`config.mk`:
```
export PLATFORM = sky130hd
export DESIGN_NAME = bffa_scan
export DESIGN_NICKNAME = d
export VERILOG_FILES = /design/src/rtl/core/bffa_pkg.sv /design/src/rtl/core/bffa_scan.sv
export SDC_FILE = /design/constraint.sdc
export NUM_CORES = 1
export LEC_CHECK = 0
export ABC_AREA = 1
export BUFFER_PORTS_ARGS = -buffer_cell sky130_fd_sc_hd__buf_2
export CAP_MARGIN = 5
export CORE_UTILIZATION = 63
export DETAILED_ROUTE_END_ITERATION = 16
export HOLD_SLACK_MARGIN = 0.06
export PLACE_DENSITY = 0.87
export SYNTH_ARGS = -nofsm -noshare
export SYNTH_HDL_FRONTEND = slang
export SYNTH_SLANG_ARGS = --single-unit
```
`constraint.sdc`:
```
create_clock -name clk_i -period 15.35 [get_ports clk_i]
set_input_delay 3.8375 -clock clk_i [delete_from_list [all_inputs] [get_ports clk_i]]
set_output_delay 3.8375 -clock clk_i [all_outputs]
set_load 0.01 [all_outputs]
```
`src/rtl/core/bffa_pkg.sv`:
```
// Shared constants, types and state codes of the first-fit bitmap allocator.
`default_nettype none
package bffa_pkg;

  // Bitmap geometry
  localparam int MapWords  = 1024;
  localparam int WordBits  = 32;
  localparam int SegBytes  = 128;
  localparam int HdrBytes  = 8;
  localparam int RamBase   = 32'h0010_0000;

  // Derived widths
  localparam int WidxW     = $clog2(MapWords);           // word index
  localparam int BitW      = $clog2(WordBits);           // bit within word
  localparam int SegW      = WidxW + BitW;               // global segment index
  localparam int SegShift  = $clog2(SegBytes);
  localparam int CapShift  = $clog2(SegBytes * WordBits);
  localparam int ReqW      = 16;
  localparam int CntW      = 10;                         // segment count
  localparam int RunW      = CntW + 1;                   // run length in a word
  localparam int AddrW     = 23;
  localparam int CapW      = 23;
  localparam int PfxW      = BitW + 1;                   // last used bit + 1
  localparam int PfxLevels = BitW;

  localparam logic [CapW-1:0] CapLimit = CapW'(MapWords * WordBits * SegBytes);
  localparam int              ReqPad   = HdrBytes + SegBytes - 1;

  // Sequencer states
  typedef enum logic [2:0] {
    S_CLEAR,
    S_IDLE,
    S_SCAN,
    S_MARK,
    S_DONE
  } state_e;

  // Status from the word scanner to the sequencer
  typedef struct packed {
    logic            found;   // run located, start is valid
    logic            pend;    // a word is still in the evaluate stage
    logic [SegW-1:0] start;   // first segment of the run
  } scan_res_t;

endpackage
`default_nettype wire

```
`src/rtl/core/bffa_scan.sv`:
```
// Word scanner: finds the first run of free segments, one bitmap word per cycle.
`default_nettype none
module bffa_scan (
  input  wire logic                        clk_i,
  input  wire logic                        rst_ni,
  input  wire logic                        clear_i,
  input  wire logic                        word_valid_i,
  input  wire logic [bffa_pkg::WordBits-1:0] word_i,
  input  wire logic [bffa_pkg::WidxW-1:0]  word_idx_i,
  input  wire logic [bffa_pkg::CntW-1:0]   segs_i,
  output      bffa_pkg::scan_res_t         res_o
);
  import bffa_pkg::*;

  // Stage A: per lane, (index + 1) of the nearest used bit at or below it
  logic [PfxW-1:0] pfx   [PfxLevels+1][WordBits];
  logic [PfxW-1:0] pre_q [WordBits];
  logic            v2_q;
  logic [WidxW-1:0] idx2_q;

  always_comb begin
    for (int p = 0; p < WordBits; p++) begin
      pfx[0][p] = word_i[p] ? PfxW'(p + 1) : '0;
    end
    for (int l = 0; l < PfxLevels; l++) begin
      for (int p = 0; p < WordBits; p++) begin
        if (p >= (1 << l) && pfx[l][p - (1 << l)] > pfx[l][p]) begin
          pfx[l+1][p] = pfx[l][p - (1 << l)];
        end else begin
          pfx[l+1][p] = pfx[l][p];
        end
      end
    end
  end

  always_ff @(posedge clk_i) begin
    if (word_valid_i) begin
      for (int p = 0; p < WordBits; p++) begin
        pre_q[p] <= pfx[PfxLevels][p];
      end
      idx2_q <= word_idx_i;
    end
  end

  // Stage B: run length ending at each lane, carried run from earlier words
  logic [CntW-1:0] run_q;
  logic            found_q;
  logic [SegW-1:0] start_q;
  logic [RunW-1:0] run    [WordBits];
  logic [WordBits-1:0] hit;
  logic            hit_any;
  logic [BitW-1:0] hit_pos;
  logic [SegW-1:0] hit_seg;

  always_comb begin
    for (int p = 0; p < WordBits; p++) begin
      run[p] = RunW'(p + 1) - RunW'(pre_q[p]) +
               ((pre_q[p] == '0) ? RunW'(run_q) : '0);
      hit[p] = (run[p] >= RunW'(segs_i));
    end
  end

  // Lowest lane that completes the run
  always_comb begin
    hit_pos = '0;
    for (int p = WordBits - 1; p >= 0; p--) begin
      if (hit[p]) begin
        hit_pos = BitW'(p);
      end
    end
    hit_any = |hit;
    hit_seg = {idx2_q, hit_pos} + SegW'(1) - SegW'(segs_i);
  end

  // Pipeline control and run state
  always_ff @(posedge clk_i or negedge rst_ni) begin
    if (!rst_ni) begin
      v2_q    <= 1'b0;
      found_q <= 1'b0;
      run_q   <= '0;
    end else begin
      v2_q <= word_valid_i && !clear_i;
      if (clear_i) begin
        found_q <= 1'b0;
        run_q   <= '0;
      end else if (v2_q && !found_q) begin
        if (hit_any) begin
          found_q <= 1'b1;
        end else begin
          // no hit means the tail run is below the request
          run_q <= run[WordBits-1][CntW-1:0];
        end
      end
    end
  end

  always_ff @(posedge clk_i) begin
    if (v2_q && !found_q && hit_any) begin
      start_q <= hit_seg;
    end
  end

  assign res_o.found = found_q;
  assign res_o.pend  = v2_q;
  assign res_o.start = start_q;

endmodule
`default_nettype wire
```
# Word level (Yosys, flattened, before mapping)
# Memory sizes are Yosys's and may differ from the RTL's.
# Index checks and enable logic that the tools add are counted.
[classes] magnitude_cmp=161 div_mod_pow=0 shifts=0 multipliers=0 n_eq_ne=1 add_sub_neg=66 n_reduce_logical=42 n_bitwise=0 mux=233
[op_table] cell="5-bit two-way mux" count=127
[op_table] cell="11-bit by 10-bit adder with 11-bit output" count=32
[op_table] cell="11-bit by 10-bit >= comparator with 1-bit output" count=32
[op_table] cell="10-bit two-way mux" count=35
[op_table] cell="5-bit greater-than comparator" count=49
[op_table] cell="6-bit zero test" count=32
[op_table] cell="4-bit two-way mux" count=39
[op_table] cell="4-bit by 5-bit greater-than comparator with 1-bit output" count=23
[op_table] cell="5-bit by 6-bit subtractor with 7-bit output (first input constant)" count=16
[op_table] cell="4-bit greater-than comparator" count=17
[op_table] cell="4-bit by 6-bit subtractor with 7-bit output (first input constant)" count=8
[op_table] cell="3-bit two-way mux" count=15
[op_table] cell="3-bit by 4-bit greater-than comparator with 1-bit output" count=11
[op_table] cell="6-bit two-way mux" count=6
[op_table] cell="32-bit OR reduction" count=1
[op_table] cell="5-bit by 6-bit greater-than comparator with 1-bit output" count=5
[op_table] cell="3-bit by 6-bit subtractor with 7-bit output (first input constant)" count=4
[op_table] cell="3-bit by 5-bit greater-than comparator with 1-bit output" count=4
[op_table] cell="15-bit by 1-bit adder with 15-bit output (second input constant)" count=1
[op_table] cell="2-bit by 3-bit greater-than comparator with 1-bit output" count=5
[op_table] cell="3-bit greater-than comparator" count=5
[op_table] cell="15-bit by 10-bit subtractor with 15-bit output" count=1
[op_table] cell="2-bit by 6-bit subtractor with 7-bit output (first input constant)" count=2
[op_table] cell="2-bit by 5-bit greater-than comparator with 1-bit output" count=2
[op_table] cell="other kinds (15)" count=31
[totals] n_memories=1 reg_bits=37 latchBits=0 output_inout_bits=17 mem_bits_rw=192 romBits=0 wordCells=509 input_bits=56
[memory_table] memory="pre_q" depth=32 width=6 rd=32 rd_clocked_by_memory_dff=0 write_ports=32 line_no="bffa_scan.sv:17" source="logic [PfxW-1:0] pre_q [WordBits];"

# Depth between registers and ports, before layout
# An unclocked memory read counts as a cell.
[depth] depth_word=39 ltp_mapped=72 mapped_depth_nobuf=72

# Worst setup path after synthesis
# Ideal clock, no wire load.
[synth_path] path_type="input port to flip-flop" startpoint="input port segs_i[4] in the netlist's numbering" endpoint="register start_q[13], data pin" setup_time_ps=257 path_slack_ps=6192 required_time_ps=15093 path_stages=54 arrival_time_ps=8901 path_buffers=0 path_cell_list="inv_1 > ha_1 > a21oi_1 > nor2_1 > nor3_1 > nand2_1 > nand2_1 > nand3b_1 > nor3_1 > nand2_1 > nand2_1 > nand2_1 > nand2_1 > nand2_1 > nand2_1 > nand2_1 > nand2_1 > nand2_1 > [... 18 more ...] > nand2_1 > a21oi_1 > ha_1 > ha_1 > fa_1 > a31oi_1 > o21ai_0 > nand2_1 > nand2_1 > a21oi_1 > o21bai_1 > a21oi_1 > o21ai_0 > nand2_1 > inv_1 > o21ai_0 > nand2_1 > xor2_1"
[synth_via] elab_chain_cells=35 elab_cells_between_ends=66 classes_between="add/sub (2); order compare (32); mux (32)"
[synth_rtl] item="from (decl)" line_no="bffa_scan.sv:10" source="input wire logic [bffa_pkg::CntW-1:0] segs_i,"
[synth_rtl] item="11-bit by 10-bit >= comparator with 1-bit output" line_no="bffa_scan.sv:59" source="hit[p] = (run[p] >= RunW'(segs_i));"
[synth_rtl] item="5-bit two-way mux (32 in series)" line_no="bffa_scan.sv:67" source="if (hit[p]) begin"
[synth_rtl] item="15-bit by 1-bit adder with 15-bit output" line_no="bffa_scan.sv:72" source="hit_seg = {idx2_q, hit_pos} + SegW'(1) - SegW'(segs_i);"
[synth_rtl] item="15-bit by 10-bit subtractor with 15-bit output *" line_no="bffa_scan.sv:72"
[synth_rtl] item="named net hit_seg[13]" line_no="bffa_scan.sv:53" source="logic [SegW-1:0] hit_seg;"
[synth_rtl] item="to (signal assigned)" line_no="bffa_scan.sv:99" source="start_q <= hit_seg;"
[synth_rtl] item="to (decl)" line_no="bffa_scan.sv:48" source="logic [SegW-1:0] start_q;"
# Mark *: on every way through the listed nets, which the timed path passes. The rest lies on a longest branch.
# A chain may end at the register's enable or synchronous reset.

==> results.sh <==
export IMPL_syn_avg_cell_area_um2=6.980
export IMPL_row_count=91
export IMPL_grt_pass1_vias=35100
export IMPL_p_leak_nw=22.90
export IMPL_syn_area_um2=39350
export IMPL_setup_ws_ns=5.166
export IMPL_grt_antenna_before_repair=2
export IMPL_finalHoldViolations=0
export IMPL_die_area_um2=63470
export IMPL_totalNegativeSetupSlack_ns=0
export IMPL_synth_edf_count=160
export IMPL_cts_buffers=17
export IMPL_setup_worst_path_end_class="register"
export IMPL_cts_sinks=172
export IMPL_yosys_cell_types_count=69
export IMPL_status="completed"
export IMPL_grt_max_degree=78
export IMPL_dr_total_vias=37600
export IMPL_p_int_mw=1.901
export IMPL_cts_tree="yes"
export IMPL_async_flop_share_pct=6.977
export IMPL_place_port_buffers=72
export IMPL_ctsHoldBuffers=0
export IMPL_crit_path_max_incr_delay_ns=0.84
export IMPL_clk_path_buf_depth=2
export IMPL_rsz0062_at_grt="no"
export IMPL_peakVddDrop_uv=101.3
export IMPL_swShare_pct=52.66
export IMPL_drt_initial_drc_count=3229
export IMPL_critPathMaxFanout=8
export IMPL_fin_crit_sh_pct=66.35
export IMPL_syn_nets=6695
export IMPL_grt_overflow_total=0
export IMPL_place_ws_ns=4.941
export IMPL_cts_setup_buffers=0
export IMPL_core_region_area_um2=61710
export IMPL_wl_met2_mm=46.66
export IMPL_ys_seq_elements=172
export IMPL_drv_slew=0
export IMPL_crit_arrival_ns=10.40
export IMPL_routedWlPerCell_um=16.19
export IMPL_wirelength_mm=105.7
export IMPL_fp_dieH_um=251.9
export IMPL_period_needed_ns=10.18
export IMPL_fin_worst_skew_ns=0.02621
export IMPL_cts_root_buf="clkbuf_16"
export IMPL_yosys_area_top_type="ha_1"
export IMPL_wl_met3_mm=8.199
export IMPL_track_usage_pct=33.03
export IMPL_drtAntennaViolNets=0
export IMPL_setup_viol=0
export IMPL_p_comb_share_pct=69.4
export IMPL_drive_above_1_share_pct=3.921
export IMPL_syn_inst=5638
export IMPL_route_detailed_drc=0
export IMPL_gp_congestion=0.9774
export IMPL_yosys_top_cells_area="ha_1, edfxtp_1, inv_1"
export IMPL_drtPass1Iterations=6
export IMPL_switchingPower_mw=2.115
export IMPL_powerDensity_nw_per_um2=97.58
export IMPL_slowest_stage="a2111oi_0"
export IMPL_final_cell_area_um2=41160
export IMPL_synth_flop_cell="edfxtp_1"
export IMPL_worstSetupPathType="in2reg"
export IMPL_dpl_hpwl_mm=81.86
export IMPL_syn2layout_area_growth_pct=4.591
export IMPL_fmax_mhz=98.19
export IMPL_start_util_pct=63.77
export IMPL_seqPwrFrac_pct=19.3
export IMPL_clkPwrFrac_pct=11.3
export IMPL_fin_util_pct=66.70
export IMPL_htree_levels=4
export IMPL_top_layer="met5"
export IMPL_drv_cap=0
export IMPL_seq_area_frac_synth_pct=12.97
export IMPL_clk_latency_ns=0.50
export IMPL_grt_pass1_wl_mm=170.1
export IMPL_tightest_slew_ns=1.249
export IMPL_yosys_warnings=0
export IMPL_wirelength_met1_mm=45.27
export IMPL_vias_per_cell=5.762
export IMPL_required_ns=15.57
export IMPL_layout_nets=6731
export IMPL_yosysTopAreaCellShare_pct=30.84
export IMPL_io_pins=73
export IMPL_clk_pin_slew_ns=0.08
export IMPL_slew_headroom_pct=16.71
export IMPL_cts_resized=0
export IMPL_hold_class="reg2reg"
export IMPL_die_w_um=251.9
export IMPL_startpoint_type="input pin"
export IMPL_post_dp_cell_area_um2=40560
==> power groups by stage <==
stage / Combinational (mW) / Clock (mW) / Sequential, mW
floorplan: 2.06 / 0 / 0.723
global placement: 2.57 / 0 / 0.773
detailed placement: 2.71 / 0 / 0.776
CTS: 2.73 / 0.458 / 0.767
global route: 3.16 / 0.475 / 0.782
finish: 2.79 / 0.455 / 0.774
==> through the flow <==
step           instances  hold slack [ns]  power (mW)
2_1_floorplan       5638           0.5286       2.787
3_3_place_gp        6492           0.5562       3.345
3_5_place_dp        6492           0.5646       3.484
4_1_cts             6524           0.5760       3.960
5_1_grt             6525           0.6192       4.417
6_report            6525           0.5768       4.016
==> cell families (layout without fill, tap and decap cells) <==
family                     count (synthesis)  in the layout  synth area share (%)
and+or+nand+nor                         1757           1757                 18.46
buffers and inverters                   1236           1285                 12.08
AOI/OAI and AO/OA                       1165           1165                 17.24
adders and majority gates               1001           1001                 32.42
xor gates and xnor gates                 307            307                 6.832
DFF                                      172            172                 12.97
other                                      0              1                     0
==> layout by cell type, fill, tap and decap left out, drive strengths merged, types with 9 or more instances in the layout <==
master | Yosys | final
o21bai | 63 | 63
nor2 | 633 | 633
dfrtp | 12 | 12
ha | 970 | 970
a21oi | 444 | 444
nand3 | 151 | 151
o21a | 56 | 56
buf | 18 | 94
or2 | 9 | 9
o31ai | 14 | 14
edfxtp | 160 | 160
o221ai | 10 | 10
a21o | 39 | 39
clkinv | 13 | 23
fa | 31 | 31
xnor2 | 112 | 112
nand3b | 9 | 9
o211ai | 17 | 17
clkbuf | 59 | 18
nor4 | 16 | 16
nand2 | 808 | 808
a31oi | 21 | 21
o21ai | 420 | 420
nand4 | 66 | 66
a211oi | 17 | 17
nor3 | 52 | 52
a21boi | 17 | 17
xor2 | 195 | 195
inv | 1145 | 1149
==> layout make-up <==
class / instances / area, um^2
multi-input cells: 4230 / 29500
fillers: 5217 / 20550
flip-flops and latches: 172 / 5105
inverters: 1159 / 4377
well taps: 837 / 1047
repair buffers: 94 / 531.8
clock buffers: 18 / 429.2
clock inverters: 14 / 172.7
diodes: 1 / 2.502
==> per-layer routing <==
layer	GRT usage, %	up-vias
met4	16.73	2
met1	42.72	17160
li1	-	18740
met2	54.47	1365
met5	0	-
met3	3.497	335
==> path summary, 6_finish.rpt <==
kind	startpoint	to	slack, ns	cells after the start
min in group asynchronous	rst_ni	run_q[5]$_DFFE_PN0P_	3.23	1
worst max register to register	pre_q[1][90]$_DFFE_PP_	start_q[13]$_DFFE_PP_	7.07	69
worst max-delay path	word_i[22]	pre_q[1][67]$_DFFE_PP_	5.17	33
worst min register to register	found_q$_DFFE_PN0P_	found_q$_DFFE_PN0P_	0.58	2
max in group asynchronous	rst_ni	run_q[0]$_DFFE_PN0P_	11.86	1
worst min-delay path	found_q$_DFFE_PN0P_	found_q$_DFFE_PN0P_	0.58	2
==> flip-flops by register name, summed over array words and instances, names as in the netlist <==
register,count
pre_q,135
start_q,15
idx2_q,10
run_q,10
found_q,1
v2_q,1
==> cell usage after synthesis (16+ instances only) <==
cell type,n
nor2_1,622
nand2_1,805
a21o_1,39
nand3_1,138
xor2_1,195
nand4_1,66
edfxtp_1,160
clkbuf_1,55
inv_1,1122
nor4_1,16
ha_1,970
a211oi_1,17
a21oi_1,435
o211ai_1,17
o21bai_1,61
nor3_1,52
xnor2_1,112
fa_1,31
o21a_1,56
inv_2,23
o21ai_1,35
a31oi_1,21
o21ai_0,373
==> critical path: cells and delay by family <==
family	cells	cell delay (ns)
AND/OR/NAND/NOR	7	0.79
adder cells (fa/ha/maj)	4	1.34
buffers and inverters	6	0.73
AO/OA/AOI/OAI	16	3.69
No activity file was read; power rests on OpenSTA's default activity.
